==> config.mk <==
export PLATFORM = sky130hd
export DESIGN_NAME = julian_day_to_calendar_date_unit
export DESIGN_NICKNAME = d
export VERILOG_FILES = /design/src/hw/rtl/jdcd_pkg.sv /design/src/hw/rtl/jdcd_divmod.sv /design/src/hw/rtl/julian_day_to_calendar_date_unit.sv
export SDC_FILE = /design/constraint.sdc
export NUM_CORES = 2
export LEC_CHECK = 0
export BUFFER_PORTS_ARGS = -buffer_cell sky130_fd_sc_hd__buf_2
export CORE_ASPECT_RATIO = 0.6
export CORE_MARGIN = 2
export CORE_UTILIZATION = 30
export CTS_CLUSTER_DIAMETER = 200
export CTS_CLUSTER_SIZE = 40
export DETAILED_ROUTE_END_ITERATION = 16
export PLACE_DENSITY = 0.53
export SETUP_SLACK_MARGIN = 0.4
export SLEW_MARGIN = 10
export SYNTH_ARGS = -nofsm -noshare
export SYNTH_HDL_FRONTEND = slang
export SYNTH_SLANG_ARGS = --single-unit
==> constraint.sdc <==
create_clock -name clock -period 30 [get_ports clock]
set_input_delay 6 -clock clock [delete_from_list [all_inputs] [get_ports clock]]
set_output_delay 6 -clock clock [all_outputs]
set_load 0.02 [all_outputs]
==> src/hw/rtl/jdcd_pkg.sv <==
// ----------------------------------------------------------------------------
// Julian day to calendar date: shared package
// Constants, reciprocals for the constant dividers, the stage control type
// and the month start table.
// ----------------------------------------------------------------------------
package jdcd_pkg;

   localparam logic [31:0] GREG_START = 32'd2299161;
   localparam logic [31:0] GREG_YEAR0 = 32'd1721060;

   localparam int JUL_CYCLE   = 1461;
   localparam int GREG_CYCLE  = 146097;
   localparam int CENT_FIRST  = 36525;
   localparam int CENT_DAYS   = 36524;
   localparam int QUAD_COMMON = 1460;
   localparam int YEAR_DAYS   = 365;
   localparam int BC_FIRST    = 4713;
   localparam int AD_OFFSET   = 4712;

   localparam int JUL_SHIFT  = 32;
   localparam int GREG_SHIFT = 49;
   localparam int QUAD_SHIFT = 27;

   localparam logic [31:0] JUL_RECIP  = 32'((64'd1 << JUL_SHIFT) / 64'd1461);
   localparam logic [31:0] GREG_RECIP = 32'((64'd1 << GREG_SHIFT) / 64'd146097);
   localparam logic [16:0] QUAD_RECIP = 17'((64'd1 << QUAD_SHIFT) / 64'd1461);

   localparam int CYC_W  = 15;
   localparam int REM_W  = 18;
   localparam int GRP_W  = 16;
   localparam int BASE_W = 9;
   localparam int Q3_W   = 5;
   localparam int VAL_W  = 11;
   localparam int DOY_W  = 9;
   localparam int YEAR_W = 24;

   typedef struct packed {
      logic valid;
      logic greg;
   } jdcd_ctl_type;

   function automatic logic [DOY_W-1:0] month_start(input logic [3:0] m, input logic leap);
      logic [DOY_W-1:0] s;
      unique case (m)
         4'd0:    s = 9'd0;
         4'd1:    s = 9'd31;
         4'd2:    s = 9'd59;
         4'd3:    s = 9'd90;
         4'd4:    s = 9'd120;
         4'd5:    s = 9'd151;
         4'd6:    s = 9'd181;
         4'd7:    s = 9'd212;
         4'd8:    s = 9'd243;
         4'd9:    s = 9'd273;
         4'd10:   s = 9'd304;
         4'd11:   s = 9'd334;
         default: s = 9'd365;
      endcase
      if (leap && m >= 4'd2) begin
         s = s + 9'd1;
      end
      return s;
   endfunction

endpackage

==> src/hw/rtl/jdcd_divmod.sv <==
// ----------------------------------------------------------------------------
// Julian day to calendar date: cycle divider
// Three-stage division of the day count by the 4-year or 400-year cycle
// length, using a reciprocal multiply, a back multiply and one correction.
// ----------------------------------------------------------------------------
module jdcd_divmod (
   input  logic                          clock,
   input  logic                          reset,
   input  logic                          enable,
   input  jdcd_pkg::jdcd_ctl_type        in_ctl,
   input  logic [31:0]                   in_value,
   output jdcd_pkg::jdcd_ctl_type        out_ctl,
   output logic [jdcd_pkg::CYC_W-1:0]    out_cycles,
   output logic [jdcd_pkg::REM_W-1:0]    out_rem
);
   import jdcd_pkg::*;

   logic [31:0]      recip_a;
   logic [63:0]      prod_a;
   logic [CYC_W-1:0] qest_a_in;

   jdcd_ctl_type     ctl_a_ff;
   logic [31:0]      val_a_ff;
   logic [CYC_W-1:0] qest_a_ff;

   logic [32:0]      div_a;
   logic [32:0]      prod_b_in;

   jdcd_ctl_type     ctl_b_ff;
   logic [31:0]      val_b_ff;
   logic [CYC_W-1:0] qest_b_ff;
   logic [32:0]      prod_b_ff;

   logic [32:0]      div_b;
   logic [32:0]      diff_b;
   logic [CYC_W-1:0] cyc_c_in;
   logic [REM_W-1:0] rem_c_in;

   jdcd_ctl_type     ctl_c_ff;
   logic [CYC_W-1:0] cyc_c_ff;
   logic [REM_W-1:0] rem_c_ff;

   assign recip_a = in_ctl.greg ? GREG_RECIP : JUL_RECIP;
   assign prod_a  = 64'(in_value) * 64'(recip_a);
   assign qest_a_in = in_ctl.greg ? CYC_W'(prod_a >> GREG_SHIFT) : CYC_W'(prod_a >> JUL_SHIFT);

   assign div_a     = ctl_a_ff.greg ? 33'(GREG_CYCLE) : 33'(JUL_CYCLE);
   assign prod_b_in = 33'(qest_a_ff) * div_a;

   assign div_b  = ctl_b_ff.greg ? 33'(GREG_CYCLE) : 33'(JUL_CYCLE);
   assign diff_b = {1'b0, val_b_ff} - prod_b_ff;

   always_comb begin
      if (diff_b >= div_b) begin
         cyc_c_in = qest_b_ff + CYC_W'(1);
         rem_c_in = REM_W'(diff_b - div_b);
      end else begin
         cyc_c_in = qest_b_ff;
         rem_c_in = REM_W'(diff_b);
      end
   end

   always_ff @(posedge clock) begin
      if (reset) begin
         ctl_a_ff <= '0;
         ctl_b_ff <= '0;
         ctl_c_ff <= '0;
      end else if (enable) begin
         ctl_a_ff <= in_ctl;
         ctl_b_ff <= ctl_a_ff;
         ctl_c_ff <= ctl_b_ff;
      end
   end

   always_ff @(posedge clock) begin
      if (enable) begin
         val_a_ff  <= in_value;
         qest_a_ff <= qest_a_in;
         val_b_ff  <= val_a_ff;
         qest_b_ff <= qest_a_ff;
         prod_b_ff <= prod_b_in;
         cyc_c_ff  <= cyc_c_in;
         rem_c_ff  <= rem_c_in;
      end
   end

   assign out_ctl    = ctl_c_ff;
   assign out_cycles = cyc_c_ff;
   assign out_rem    = rem_c_ff;

endmodule

==> src/hw/rtl/julian_day_to_calendar_date_unit.sv <==
// ----------------------------------------------------------------------------
// Julian day to calendar date unit
// Converts a day count since 1 January 4713 BC into day, month, year and era,
// Julian before 15 October 1582 and Gregorian from then on.
//
//   channel | ports                                   | direction
//   req     | req_valid, req_ready, req_day_number    | in
//   rsp     | rsp_valid, rsp_ready, rsp_day_of_month, | out
//           | rsp_month_number, rsp_year_number,      |
//           | rsp_before_christ                       |
//
// One transaction enters per cycle while no result waits for rsp_ready; each
// result reaches the rsp ports through the nine register stages of the
// pipeline, the first of which loads at the accepting edge; three
// of them are in the cycle divider and two in the 4-year group divider.
// Synchronous reset clears the control bits (valid and calendar) of all stages only.
// While a result waits for rsp_ready, the whole pipeline holds and req_ready
// is low; nothing is lost or repeated.
// ----------------------------------------------------------------------------
module julian_day_to_calendar_date_unit (
   input  logic        clock,
   input  logic        reset,
   input  logic        req_valid,
   output logic        req_ready,
   input  logic [31:0] req_day_number,
   output logic        rsp_valid,
   input  logic        rsp_ready,
   output logic [4:0]  rsp_day_of_month,
   output logic [3:0]  rsp_month_number,
   output logic [23:0] rsp_year_number,
   output logic        rsp_before_christ
);
   import jdcd_pkg::*;

   logic advance;

   jdcd_ctl_type ctl_1_in;
   jdcd_ctl_type ctl_1_ff;
   logic [31:0]  x_1_in;
   logic [31:0]  x_1_ff;

   jdcd_ctl_type     ctl_4;
   logic [CYC_W-1:0] cyc_4;
   logic [REM_W-1:0] rem_4;

   logic [16:0]       r2_4;
   logic [1:0]        k_4;
   logic [GRP_W-1:0]  s_4;
   logic [GRP_W-1:0]  g_5_in;
   logic [BASE_W-1:0] base_5_in;
   logic              lf_5_in;
   logic [YEAR_W-1:0] cy_5_in;

   jdcd_ctl_type      ctl_5_ff;
   logic [GRP_W-1:0]  g_5_ff;
   logic [BASE_W-1:0] base_5_ff;
   logic              lf_5_ff;
   logic [YEAR_W-1:0] cy_5_ff;

   logic [32:0]       gprod_5;
   logic [Q3_W-1:0]   q3_6_in;

   jdcd_ctl_type      ctl_6_ff;
   logic [GRP_W-1:0]  g_6_ff;
   logic [BASE_W-1:0] base_6_ff;
   logic              lf_6_ff;
   logic [YEAR_W-1:0] cy_6_ff;
   logic [Q3_W-1:0]   q3_6_ff;

   logic [GRP_W-1:0]  vraw_6;
   logic [VAL_W-1:0]  v_7_in;
   logic [Q3_W-1:0]   q3_7_in;

   jdcd_ctl_type      ctl_7_ff;
   logic [VAL_W-1:0]  v_7_ff;
   logic [Q3_W-1:0]   q3_7_ff;
   logic [BASE_W-1:0] base_7_ff;
   logic              lf_7_ff;
   logic [YEAR_W-1:0] cy_7_ff;

   logic [VAL_W-1:0]  lfx_7;
   logic [1:0]        yi_7;
   logic [DOY_W-1:0]  doy_8_in;
   logic              leap_8_in;
   logic [YEAR_W-1:0] ysum_8_in;

   jdcd_ctl_type      ctl_8_ff;
   logic [DOY_W-1:0]  doy_8_ff;
   logic              leap_8_ff;
   logic [YEAR_W-1:0] ysum_8_ff;

   logic [3:0]        mon_8;
   logic [4:0]        day_9_in;
   logic [YEAR_W-1:0] year_9_in;
   logic              bc_9_in;

   logic              rsp_valid_ff;
   logic [4:0]        day_9_ff;
   logic [3:0]        mon_9_ff;
   logic [YEAR_W-1:0] year_9_ff;
   logic              bc_9_ff;

   assign advance   = !rsp_valid_ff || rsp_ready;
   assign req_ready = advance;

   // Stage 1: pick the calendar and rebase Gregorian day counts.
   assign ctl_1_in.valid = req_valid;
   assign ctl_1_in.greg  = (req_day_number >= GREG_START);
   assign x_1_in = ctl_1_in.greg ? req_day_number - GREG_YEAR0 : req_day_number;

   // Stages 2 to 4: cycle count and day within the cycle.
   jdcd_divmod u_divmod (
      .clock      (clock),
      .reset      (reset),
      .enable     (advance),
      .in_ctl     (ctl_1_ff),
      .in_value   (x_1_ff),
      .out_ctl    (ctl_4),
      .out_cycles (cyc_4),
      .out_rem    (rem_4)
   );

   // Stage 5: split a 400-year cycle into centuries; cycles to years.
   always_comb begin
      r2_4 = 17'(rem_4 - REM_W'(CENT_FIRST));
      if (r2_4 >= 17'(2 * CENT_DAYS)) begin
         k_4 = 2'd3;
         s_4 = GRP_W'(r2_4 - 17'(2 * CENT_DAYS));
      end else if (r2_4 >= 17'(CENT_DAYS)) begin
         k_4 = 2'd2;
         s_4 = GRP_W'(r2_4 - 17'(CENT_DAYS));
      end else begin
         k_4 = 2'd1;
         s_4 = GRP_W'(r2_4);
      end

      if (!ctl_4.greg || rem_4 < REM_W'(CENT_FIRST)) begin
         g_5_in    = GRP_W'(rem_4);
         base_5_in = '0;
         lf_5_in   = 1'b1;
      end else if (s_4 < GRP_W'(QUAD_COMMON)) begin
         g_5_in    = s_4;
         base_5_in = BASE_W'(k_4) * BASE_W'(100);
         lf_5_in   = 1'b0;
      end else begin
         g_5_in    = s_4 - GRP_W'(QUAD_COMMON);
         base_5_in = BASE_W'(k_4) * BASE_W'(100) + BASE_W'(4);
         lf_5_in   = 1'b1;
      end

      if (ctl_4.greg) begin
         cy_5_in = YEAR_W'(cyc_4) * YEAR_W'(400);
      end else begin
         cy_5_in = YEAR_W'(cyc_4) << 2;
      end
   end

   // Stages 6 and 7: 4-year groups within the century.
   assign gprod_5 = 33'(g_5_ff) * 33'(QUAD_RECIP);
   assign q3_6_in = Q3_W'(gprod_5 >> QUAD_SHIFT);
   assign vraw_6  = g_6_ff - GRP_W'(q3_6_ff) * GRP_W'(JUL_CYCLE);

   always_comb begin
      if (vraw_6 >= GRP_W'(JUL_CYCLE)) begin
         v_7_in  = VAL_W'(vraw_6 - GRP_W'(JUL_CYCLE));
         q3_7_in = q3_6_ff + Q3_W'(1);
      end else begin
         v_7_in  = VAL_W'(vraw_6);
         q3_7_in = q3_6_ff;
      end
   end

   // Stage 8: year within the group, day of year and year sum.
   assign lfx_7 = VAL_W'(lf_7_ff);

   always_comb begin
      if (v_7_ff >= VAL_W'(3 * YEAR_DAYS) + lfx_7) begin
         yi_7     = 2'd3;
         doy_8_in = DOY_W'(v_7_ff - VAL_W'(3 * YEAR_DAYS) - lfx_7);
      end else if (v_7_ff >= VAL_W'(2 * YEAR_DAYS) + lfx_7) begin
         yi_7     = 2'd2;
         doy_8_in = DOY_W'(v_7_ff - VAL_W'(2 * YEAR_DAYS) - lfx_7);
      end else if (v_7_ff >= VAL_W'(YEAR_DAYS) + lfx_7) begin
         yi_7     = 2'd1;
         doy_8_in = DOY_W'(v_7_ff - VAL_W'(YEAR_DAYS) - lfx_7);
      end else begin
         yi_7     = 2'd0;
         doy_8_in = DOY_W'(v_7_ff);
      end
      leap_8_in = lf_7_ff && (yi_7 == 2'd0);
      ysum_8_in = cy_7_ff + YEAR_W'(base_7_ff) + (YEAR_W'(q3_7_ff) << 2) + YEAR_W'(yi_7);
   end

   // Stage 9: month, day and era.
   always_comb begin
      mon_8 = 4'd1;
      for (int i = 1; i < 12; i++) begin
         if (doy_8_ff >= month_start(4'(i), leap_8_ff)) begin
            mon_8 = 4'(i + 1);
         end
      end
      day_9_in = 5'(doy_8_ff - month_start(mon_8 - 4'd1, leap_8_ff) + DOY_W'(1));

      if (ctl_8_ff.greg) begin
         year_9_in = ysum_8_ff;
         bc_9_in   = 1'b0;
      end else if (ysum_8_ff < YEAR_W'(BC_FIRST)) begin
         year_9_in = YEAR_W'(BC_FIRST) - ysum_8_ff;
         bc_9_in   = 1'b1;
      end else begin
         year_9_in = ysum_8_ff - YEAR_W'(AD_OFFSET);
         bc_9_in   = 1'b0;
      end
   end

   always_ff @(posedge clock) begin
      if (reset) begin
         ctl_1_ff     <= '0;
         ctl_5_ff     <= '0;
         ctl_6_ff     <= '0;
         ctl_7_ff     <= '0;
         ctl_8_ff     <= '0;
         rsp_valid_ff <= 1'b0;
      end else if (advance) begin
         ctl_1_ff     <= ctl_1_in;
         ctl_5_ff     <= ctl_4;
         ctl_6_ff     <= ctl_5_ff;
         ctl_7_ff     <= ctl_6_ff;
         ctl_8_ff     <= ctl_7_ff;
         rsp_valid_ff <= ctl_8_ff.valid;
      end
   end

   always_ff @(posedge clock) begin
      if (advance) begin
         x_1_ff    <= x_1_in;
         g_5_ff    <= g_5_in;
         base_5_ff <= base_5_in;
         lf_5_ff   <= lf_5_in;
         cy_5_ff   <= cy_5_in;
         g_6_ff    <= g_5_ff;
         base_6_ff <= base_5_ff;
         lf_6_ff   <= lf_5_ff;
         cy_6_ff   <= cy_5_ff;
         q3_6_ff   <= q3_6_in;
         v_7_ff    <= v_7_in;
         q3_7_ff   <= q3_7_in;
         base_7_ff <= base_6_ff;
         lf_7_ff   <= lf_6_ff;
         cy_7_ff   <= cy_6_ff;
         doy_8_ff  <= doy_8_in;
         leap_8_ff <= leap_8_in;
         ysum_8_ff <= ysum_8_in;
         day_9_ff  <= day_9_in;
         mon_9_ff  <= mon_8;
         year_9_ff <= year_9_in;
         bc_9_ff   <= bc_9_in;
      end
   end

   assign rsp_valid         = rsp_valid_ff;
   assign rsp_day_of_month  = day_9_ff;
   assign rsp_month_number  = mon_9_ff;
   assign rsp_year_number   = year_9_ff;
   assign rsp_before_christ = bc_9_ff;

endmodule

==> impl_metrics.env <==
export IMPL_pin_count=72
export IMPL_crit_top_cell="buf_2"
export IMPL_drc=0
export IMPL_synthCells=5532
export IMPL_slew_viol_final=0
export IMPL_dr_pass1_iters=5
export IMPL_critPathKind="input port to output pin"
export IMPL_rows=123
export IMPL_grt_pass1_wl_um=228000
export IMPL_post_route_min_period_ns=13.53
export IMPL_die_y_um=341
export IMPL_vias=37200
export IMPL_post_cts_buffers=0
export IMPL_crit_path_end="req_ready"
export IMPL_initial_core_util=0.303
export IMPL_r2r_start="ctl_1_ff[0]$_SDFFE_PP0P_"
export IMPL_holdWs_ns=0.407
export IMPL_synth_edf_count=401
export IMPL_portBuffers=71
export IMPL_placed_cells=8032
export IMPL_clock_skew_ns=0.0392
export IMPL_h_tree_depth=1
export IMPL_cts_root_buf="clkbuf_16"
export IMPL_worst_r2r_path_depth=30
export IMPL_fmax_mhz=73.9
export IMPL_cts_sinks=418
export IMPL_grt_ovfl_total=0
export IMPL_viasPerCell=4.62
export IMPL_finalSetupViolations=0
export IMPL_crit_family="buffers and inverters"
export IMPL_hold_class="flop to flop"
export IMPL_synth_area_um2=56900
export IMPL_placed_area_um2=60200
export IMPL_instances_no_fill=8053
export IMPL_synth_ff_latch_count=418
export IMPL_drive_gt1_frac=0.0333
export IMPL_drt_iter0_markers=2802
export IMPL_grt_usage=0.153
export IMPL_grt_pass1_vias=37900
export IMPL_cp_data_required_time_ns=24.00
export IMPL_cts_tree="yes"
export IMPL_cp_start_kind="input port"
export IMPL_yosysUniqueCellTypes=99
export IMPL_grt_max_degree=92
export IMPL_setup_tns_final_ns=0
export IMPL_syn_nets=7261
export IMPL_slowest_delay_ns=0.65
export IMPL_die_x_um=566
export IMPL_avgRoutedWirePerCell_um=18.2
export IMPL_yosys_warnings=0
export IMPL_ys_seq_area_frac=0.218
export IMPL_core_um2=188000
export IMPL_yosysTopAreaCell="fa_1"
export IMPL_antenna_cells=0
export IMPL_hpwl_um=125000
export IMPL_r2r_slack_ns=18.91
export IMPL_syn_avg_cell_area_um2=10.3
export IMPL_slowest_stage="nor2b_2"
export IMPL_gp_congestion=0.906
export IMPL_nets=7277
export IMPL_rsz0062_at_grt="false"
export IMPL_ys_flop_type="edfxtp_1"
export IMPL_cts_buffers=14
export IMPL_drt_wl_total_um=147000
export IMPL_cts_resized_gates=0
export IMPL_syn_to_final_growth_pct=6.53
export IMPL_hold_buffers=0
export IMPL_worst_path_buf_inv=3
export IMPL_outcome="finished, final reports clean"
export IMPL_period_share=0.451
export IMPL_cap_violations=0
export IMPL_crit_start="rsp_ready"
export IMPL_worst_slew_pin_slew_ns=1.04
export IMPL_yosys_top_cells_area="fa_1, edfxtp_1, ha_1, inv_1, xnor2_1"
export IMPL_slew_headroom=0.297
export IMPL_finalHoldViolCount=0
export IMPL_clkLatencyLatePin_ns=0.60
export IMPL_detail_route_antenna_nets=0
export IMPL_design_area_um2=60600
export IMPL_path_clk_slew_ns=0.16
export IMPL_cp_num_cells=4
export IMPL_reg2reg_to="u_divmod.qest_a_ff[1]$_DFFE_PP_"
export IMPL_cts_buffer_depth=3
export IMPL_yosysTopAreaCellShare=0.270
export IMPL_async_reset_ff_frac=0
export IMPL_cp_end_kind="output pin"
export IMPL_cp_data_arrival_time_ns=7.53
export IMPL_die_area_um2=193000
export IMPL_antenna_found_initial=10
export IMPL_crit_chain="buf_2, nor2b_2, inv_8, buf_2"
export IMPL_cp_max_fo=91
through the flow:
step | utilization | setup slack [ns]
after floorplan | - | 6.52
after global placement | 0.320 | 16.49
after detailed placement | 0.320 | 16.46
after CTS | 0.323 | 16.46
after global routing | 0.323 | 16.33
final | 0.323 | 16.47
placed cells by master, fill, tap and decap left out, drive strengths merged, types with 127 or more instances in the layout:
| master | synthesis | routed |
|---|---|---|
| a21oi | 218 | 218 |
| edfxtp | 401 | 401 |
| fa | 767 | 767 |
| ha | 926 | 926 |
| inv | 1398 | 1399 |
| nand2 | 265 | 265 |
| nor2 | 212 | 212 |
| o21ai | 164 | 164 |
| xnor2 | 174 | 174 |
| xor2 | 127 | 127 |
cell type report:
cell class                      count  area, um2
Sequential cell                   418      12400
Clock inverter                      1       30.0
Clock buffer                       20        394
Timing Repair Buffer              101        581
Multi-Input combinational cell   3614      38800
Tap cell                         2500       3130
Inverter                         1399       5260
Fill cell                       19200     127000
kinds of logic after synthesis:
family,after synthesis,share of synthesized area
AOI/OAI and AO/OA,724,0.0830
xor gates and xnor gates,301,0.0469
adders and majority gates,1693,0.473
buffers and inverters,1500,0.0999
DFF,418,0.218
muxes,22,0.00405
and+or+nand+nor,874,0.0753
worst min-delay path by stage:
stage                                           from                      to  cells past startpoint
after floorplan           base_5_ff[2]$_SDFFCE_PP0P_  base_6_ff[2]$_DFFE_PP_                      0
after global placement          cy_6_ff[9]$_DFFE_PP_    cy_7_ff[9]$_DFFE_PP_                      0
after detailed placement  base_5_ff[5]$_SDFFCE_PP0P_  base_6_ff[5]$_DFFE_PP_                      0
after CTS                          lf_6_ff$_DFFE_PP_       lf_7_ff$_DFFE_PP_                      0
after global routing               lf_6_ff$_DFFE_PP_       lf_7_ff$_DFFE_PP_                      0
final                              lf_6_ff$_DFFE_PP_       lf_7_ff$_DFFE_PP_                      0
metal layers:
layer | global-route usage | vias to the layer above | part of all wire
li1 | - | 17900 | -
met1 | 0.252 | 18400 | 0.54
met2 | 0.190 | 900 | 0.35
met3 | 0.0543 | 51 | 0.10
met4 | 0.00926 | 2 | 0.0053
met5 | 0.00654 | - | 0.0012
synthesized netlist by cell type, drive strengths merged (20+ instances only):
master,instances
nand2b,28
nand3,51
o21bai,31
inv,1398
buf,23
a21o,87
ha,926
o211ai,20
or3,20
xnor2,174
nor3,61
nand2,265
nor2b,48
nor2,212
xor2,127
fa,767
o21ai,164
a21oi,218
edfxtp,401
or2,21
and3,29
and2,41
nor4,25
a211oi,27
o21a,23
nand4,31
clkbuf,78
flip-flops by register name (all words and copies together) (netlist names), 22 cells and up:
signal,flops
u_divmod.prod_b_ff,33
u_divmod.val_a_ff,32
u_divmod.val_b_ff,32
x_1_ff,32
rsp_year_number,24
ysum_8_ff,24
cy_5_ff,22
cy_6_ff,22
cy_7_ff,22
Power is left out: the tool's default activity adds up to more than one toggle a clock period on the data nets, which glitch-free logic cannot reach.
